**config.mk**
```make
export PLATFORM = sky130hd
export DESIGN_NAME = bpfs_shade
export DESIGN_NICKNAME = d
export VERILOG_FILES = /design/src/rtl/bpfs_pkg.sv /design/src/rtl/bpfs_shade.sv
export SDC_FILE = /design/constraint.sdc
export NUM_CORES = 2
export LEC_CHECK = 0
export ABC_AREA = 1
export BUFFER_PORTS_ARGS = -buffer_cell sky130_fd_sc_hd__buf_4
export CAP_MARGIN = 20
export CORE_UTILIZATION = 60
export CTS_CLUSTER_SIZE = 8
export DETAILED_ROUTE_END_ITERATION = 12
export PLACE_DENSITY = 0.83
export SYNTH_ARGS = -nofsm -noshare
export SYNTH_HDL_FRONTEND = slang
export SYNTH_SLANG_ARGS = --single-unit
export TNS_END_PERCENT = 30
```
**constraint.sdc**
```tcl
create_clock -name clk -period 10.6 [get_ports clk]
set_clock_uncertainty 0.15 [all_clocks]
set_input_delay 1.59 -clock clk [delete_from_list [all_inputs] [get_ports clk]]
set_output_delay 1.59 -clock clk [all_outputs]
set_load 0.1 [all_outputs]
```
**src/rtl/bpfs_pkg.sv**
```systemverilog
// Shared types and constants of the Blinn-Phong fragment shader.
package bpfs_pkg;

    // Port field widths.
    localparam int FIELD_W = 16;
    localparam int CHAN_W = 8;

    // Configuration port.
    localparam int CFG_IDX_W = 3;
    localparam int CFG_DATA_W = 48;
    localparam logic [CFG_IDX_W-1:0] REG_LIGHT_POS = 3'd0;
    localparam logic [CFG_IDX_W-1:0] REG_LIGHT_COLOR = 3'd1;
    localparam logic [CFG_IDX_W-1:0] REG_AMBIENT = 3'd2;
    localparam logic [CFG_IDX_W-1:0] REG_DIFFUSE = 3'd3;
    localparam logic [CFG_IDX_W-1:0] REG_SPECULAR = 3'd4;
    localparam logic [CFG_IDX_W-1:0] REG_SHININESS = 3'd5;

    // Vector formats: raw vectors fit in 17 signed bits, unit vectors are Q2.14.
    localparam int VEC_W = 17;
    localparam int UNIT_W = 16;
    localparam int QUOT_BITS = 15;
    localparam int DOT_W = 15;
    localparam int Q14_ONE = 16384;

    // Normalizer pipeline depth is COORD_BITS plus this many stages.
    localparam int NORM_EXTRA_STAGES = 4 + QUOT_BITS;
    localparam int POW_LAT = 5;
    localparam int SHADE_LAT = 4;

    // Division by 255 as a multiply by a reciprocal, exact below 2^18.
    localparam int RECIP_255 = 263173;
    localparam int RECIP_SHIFT = 26;

    typedef struct packed {
        logic [47:0] light_pos;
        logic [23:0] light_color;
        logic [23:0] ambient;
        logic [23:0] diffuse;
        logic [23:0] specular;
        logic [15:0] shininess;
    } cfg_t;

endpackage

```
**src/rtl/bpfs_shade.sv**
```systemverilog
// Pipelined color combine: ambient, diffuse and specular terms times light color.
module bpfs_shade (
    input  logic clk,
    input  logic rst_n,
    input  logic en,
    input  logic in_valid,
    input  logic [bpfs_pkg::DOT_W-1:0] nl,
    input  logic [bpfs_pkg::DOT_W-1:0] pw,
    input  bpfs_pkg::cfg_t cfg,
    output logic out_valid,
    output logic [bpfs_pkg::CHAN_W-1:0] red,
    output logic [bpfs_pkg::CHAN_W-1:0] green,
    output logic [bpfs_pkg::CHAN_W-1:0] blue
);
    localparam int PW = 23;
    localparam int YW = 37;

    // Channel 0 is red in the top byte of each color register.
    function automatic logic [7:0] chan(logic [23:0] c, int k);
        return c[23 - 8 * k -: 8];
    endfunction

    // Stage 1: diffuse and specular products.
    logic s1_v_reg;
    logic [PW-1:0] s1_dn_reg [3];
    logic [PW-1:0] s1_sp_reg [3];

    always_ff @(posedge clk or negedge rst_n)
    begin
        if (!rst_n)
        begin
            s1_v_reg <= 1'b0;
        end
        else if (en)
        begin
            s1_v_reg <= in_valid;
        end
    end

    always_ff @(posedge clk)
    begin
        if (en)
        begin
            for (int k = 0; k < 3; k++)
            begin
                s1_dn_reg[k] <= PW'(chan(cfg.diffuse, k)) * PW'(nl);
                s1_sp_reg[k] <= PW'(chan(cfg.specular, k)) * PW'(pw);
            end
        end
    end

    // Stage 2: rounded sum of the three terms.
    logic s2_v_reg;
    logic [9:0] s2_sum_reg [3];
    logic [PW:0] dr_c [3];
    logic [PW:0] sr_c [3];

    always_comb
    begin
        for (int k = 0; k < 3; k++)
        begin
            dr_c[k] = ((PW+1)'(s1_dn_reg[k]) + (PW+1)'(8192)) >> 14;
            sr_c[k] = ((PW+1)'(s1_sp_reg[k]) + (PW+1)'(8192)) >> 14;
        end
    end

    always_ff @(posedge clk or negedge rst_n)
    begin
        if (!rst_n)
        begin
            s2_v_reg <= 1'b0;
        end
        else if (en)
        begin
            s2_v_reg <= s1_v_reg;
        end
    end

    always_ff @(posedge clk)
    begin
        if (en)
        begin
            for (int k = 0; k < 3; k++)
            begin
                s2_sum_reg[k] <= 10'(chan(cfg.ambient, k)) + dr_c[k][9:0] + sr_c[k][9:0];
            end
        end
    end

    // Stage 3: light color product with rounding bias.
    logic s3_v_reg;
    logic [17:0] s3_x_reg [3];

    always_ff @(posedge clk or negedge rst_n)
    begin
        if (!rst_n)
        begin
            s3_v_reg <= 1'b0;
        end
        else if (en)
        begin
            s3_v_reg <= s2_v_reg;
        end
    end

    always_ff @(posedge clk)
    begin
        if (en)
        begin
            for (int k = 0; k < 3; k++)
            begin
                s3_x_reg[k] <= 18'(s2_sum_reg[k]) * 18'(chan(cfg.light_color, k)) + 18'd127;
            end
        end
    end

    // Stage 4: divide by 255 through the reciprocal.
    logic s4_v_reg;
    logic [YW-1:0] s4_y_reg [3];

    always_ff @(posedge clk or negedge rst_n)
    begin
        if (!rst_n)
        begin
            s4_v_reg <= 1'b0;
        end
        else if (en)
        begin
            s4_v_reg <= s3_v_reg;
        end
    end

    always_ff @(posedge clk)
    begin
        if (en)
        begin
            for (int k = 0; k < 3; k++)
            begin
                s4_y_reg[k] <= YW'(s3_x_reg[k]) * YW'(bpfs_pkg::RECIP_255);
            end
        end
    end

    // Saturate to 8 bits.
    logic [7:0] c_c [3];
    logic [YW-1:0] q_c [3];

    always_comb
    begin
        for (int k = 0; k < 3; k++)
        begin
            q_c[k] = s4_y_reg[k] >> bpfs_pkg::RECIP_SHIFT;
            c_c[k] = (q_c[k] > YW'(255)) ? 8'd255 : q_c[k][7:0];
        end
    end

    assign out_valid = s4_v_reg;
    assign red = c_c[0];
    assign green = c_c[1];
    assign blue = c_c[2];

endmodule

```
==> results.yml <==
timing:
  final.period_utilization: 0.5195
  tightest_slew_ps: 848.2
  rsz0062_at_grt: "false"
  fmax_mhz: 181.6
  slew_headroom: 0.4346
  hold_viol: 0
  setup_viol: 0
  post-route-min-period_ps: 5506
  finalMaxSlewViolations: 0
  tns_ps: 0
clock_tree:
  clk-insertion-delay-late_ps: 500
  clock-root-buffer: "clkbuf_16"
  postCtsHoldBufs: 0
  cts.sinks: 181
  cts_resized: 0
  clk_path_buf_depth: 2
  cts_tree: "yes"
  postCtsSetupBuffers: 0
  h-tree-depth: 4
  numCtsBuffers: 17
  clk_pin_slew_ps: 80
synthesis:
  synth_cells: 6717
  synth_nets: 8273
  ys.flop_type: "edfxtp_1"
  avgSynthCellArea_um2: 7.337
  syn_area_um2: 49280
  yosys.cell_types.count: 50
  synthArstFlopShare: 0.02210
  synth-edff-count: 177
  synth.ff_latch_count: 181
  yosys_warnings: 0
  yosysSeqAreaShare: 0.1099
route:
  postRouteAntennaNets: 0
  viasPerCell: 5.246
  via_count: 40960
  drc: 0
  drtPass1Iterations: 6
  drtIter0Drc: 2692
  avgRoutedWirePerCell_um: 14.57
  wirelength_mm: 113.7
floorplan:
  die_y_um: 288.6
  rows: 104
  die_w_um: 288.6
  ios: 219
  fp.coreArea_um2: 80940
  start_util: 0.6089
  die_area_um2: 83280
critical_path:
  cp_slowest_cell: "fa_1"
  reg2reg_slack_ps: 5980
  cpMostUsedCell: "fa_1"
  rr_endpoint: "s3_x_reg[0][35]"
  cp_num_cells: 17
  worst_path_largest_cell_delay_ps: 550
  path_class: "in2reg"
  cp_top_family: "adder cells"
  worstPathMaxFanout: 24
  critical_path.cell_chain: "buf_4, nand2_1, fa_1, fa_1, inv_1, fa_1, inv_1, fa_1, inv_1, ha_1, a21oi_1, o21a_1, nor2_1, o21ai_0, nand3_1, nand2_1, nand2_1"
  worst-endpoint-required_ps: 10700
  worstReg2RegStart: "s2_sum_reg[0][16]"
  worstRegToRegCells: 18
  critPathBufInv: 4
  cp-end-kind: "flop"
  critPathLaunchType: "primary input"
  arrival_ps: 5600
global_routing:
  gr-total-overflow: 0
  grt_first_pass_wirelength_mm: 194.2
  grt_pass1_vias: 42390
  grt_usage: 0.2854
  antenna_found_initial: 17
  grt_max_degree: 66
place:
  gp_congestion: 0.9513
  hpwlAfterDp_mm: 94.63
  port_buffers: 154
worst_hold_path:
  min_path_type: "reg2reg"
  hold_start: "s2_v_reg"
  min_to: "s3_v_reg"
  hold_path_depth: 2
finish:
  syn_to_final_growth_pct: 4.997
  largest_reg_flops: 54
  drive_above_1_share: 0.03248
  final_nets: 8285
flow_run:
  drv_cap: 0
outcome:
  outcome: "finished clean"
cells by family (layout without fill, tap and decap cells):
family / count (synthesis) / count (layout) / share of synthesized area
AOI/OAI and AO/OA: 501 / 501 / 0.05766
xor gates and xnor gates: 135 / 135 / 0.02399
adders and majority gates: 1362 / 1362 / 0.4509
buffers and inverters: 2126 / 2151 / 0.1624
DFF: 181 / 181 / 0.1099
other: 0 / 6 / 0
and+or+nand+nor: 2412 / 2412 / 0.1951
worst reg2reg max path, stage by stage, from the launching register on:
cell and delay, ps:
edfxtp_1 550, nand2_1 140, fa_1 550, inv_1 50, fa_1 480, fa_1 550, inv_1 50, fa_1 480
inv_1 50, ha_1 330, a21o_1 200, inv_1 40, o21ai_0 90, nor2_1 290, o21ai_2 120, nand2_1 110
nand2_1 60, nand2_1 60, nand2_1 40
synthesized netlist by cell type (2+ instances only):
cell type  number  area, µm²
inv_1        1962       7365
nand2_1      1768       6636
fa_1          690      13810
ha_1          672       8408
nor2_1        321       1205
a21oi_1       243       1216
nand3_1       182      910.9
edfxtp_1      177       5315
clkbuf_1      149      559.3
o21ai_0       125      625.6
xor2_1         99      867.1
nor3_1         54      270.3
nand4_1        40      250.2
xnor2_1        36      315.3
a21o_1         32      240.2
o21bai_1       29      217.7
a31oi_1        14      87.58
o21a_1         14      105.1
a21boi_0       13      97.59
buf_1          10      37.54
nor4_1         10      62.56
nand3b_1        7      52.55
nor2_2          7      43.79
o31ai_1         7      52.55
o211ai_1        6      45.04
nand2_2         5      31.28
a31o_2          4      35.03
dfrtp_1         4      100.1
nor3b_1         4      30.03
o21ai_2         4      35.03
buf_6           3      33.78
or2_2           3      18.77
and2_1          2      12.51
nand4_2         2      25.02
nor2_4          2      22.52
o21ai_1         2      10.01
o311ai_0        2      17.52
placed cells by master, fill, tap and decap left out, types with 5 or more instances in the layout:
master     count
inv_1       1962
nand2_1     1768
fa_1         690
ha_1         672
nor2_1       321
a21oi_1      243
nand3_1      182
edfxtp_1     177
buf_4        155
o21ai_0      125
xor2_1        99
nor3_1        54
nand4_1       40
xnor2_1       36
a21o_1        32
o21bai_1      29
clkbuf_16     17
o21a_1        14
a31oi_1       14
a21boi_0      13
nor4_1        10
inv_8          8
nand3b_1       7
nor2_2         7
o31ai_1        7
diode_2        6
o211ai_1       6
nand2_2        5
how the worst max path moves through the flow:
| stage | from | endpoint | slack (ps) |
|---|---|---|---|
| after floorplan | cfg[96] | s3_x_reg[0][35] | 4980 |
| after global placement | nl[5] | s1_dn_reg[0][66] | 4680 |
| after detailed placement | nl[5] | s1_dn_reg[0][66] | 4670 |
| after CTS | nl[5] | s1_dn_reg[0][66] | 5180 |
| after global routing | nl[5] | s1_dn_reg[0][66] | 4850 |
| final | nl[5] | s1_dn_reg[0][66] | 5090 |
final cells by class:
cell class,instances,area (µm²)
diodes,6,15.01
flip-flops and latches,181,5415
inverters,1963,7368
clock buffers,17,425.4
well taps,1060,1326
multi-input cells,4410,35860
fillers,6882,29190
clock inverters,15,153.9
repair buffers,156,1177
per-stage QoR:
stage	hold slack (ps)	util	setup WS [ps]	cells	area, µm²
finish	368.9	0.6393	5094	7808	51740
global route	403.7	0.6393	4852	7807	51740
CTS	370.7	0.6391	5184	7802	51730
detailed placement	333.6	0.6320	4674	7770	51150
global placement	331.3	0.6320	4680	7770	51150
floorplan	304.0	-	4984	6717	49280
routing by layer:
layer	share of wire	global-route usage	vias up
met5	0.0011	0	-
met4	0.033	0.1017	18
met3	0.074	0.05150	255
met2	0.48	0.4973	1375
met1	0.41	0.3537	19390
li1	-	-	19920
Power is left out: the tool's default activity adds up to more than one toggle a clock period on the data nets, which glitch-free logic cannot reach.
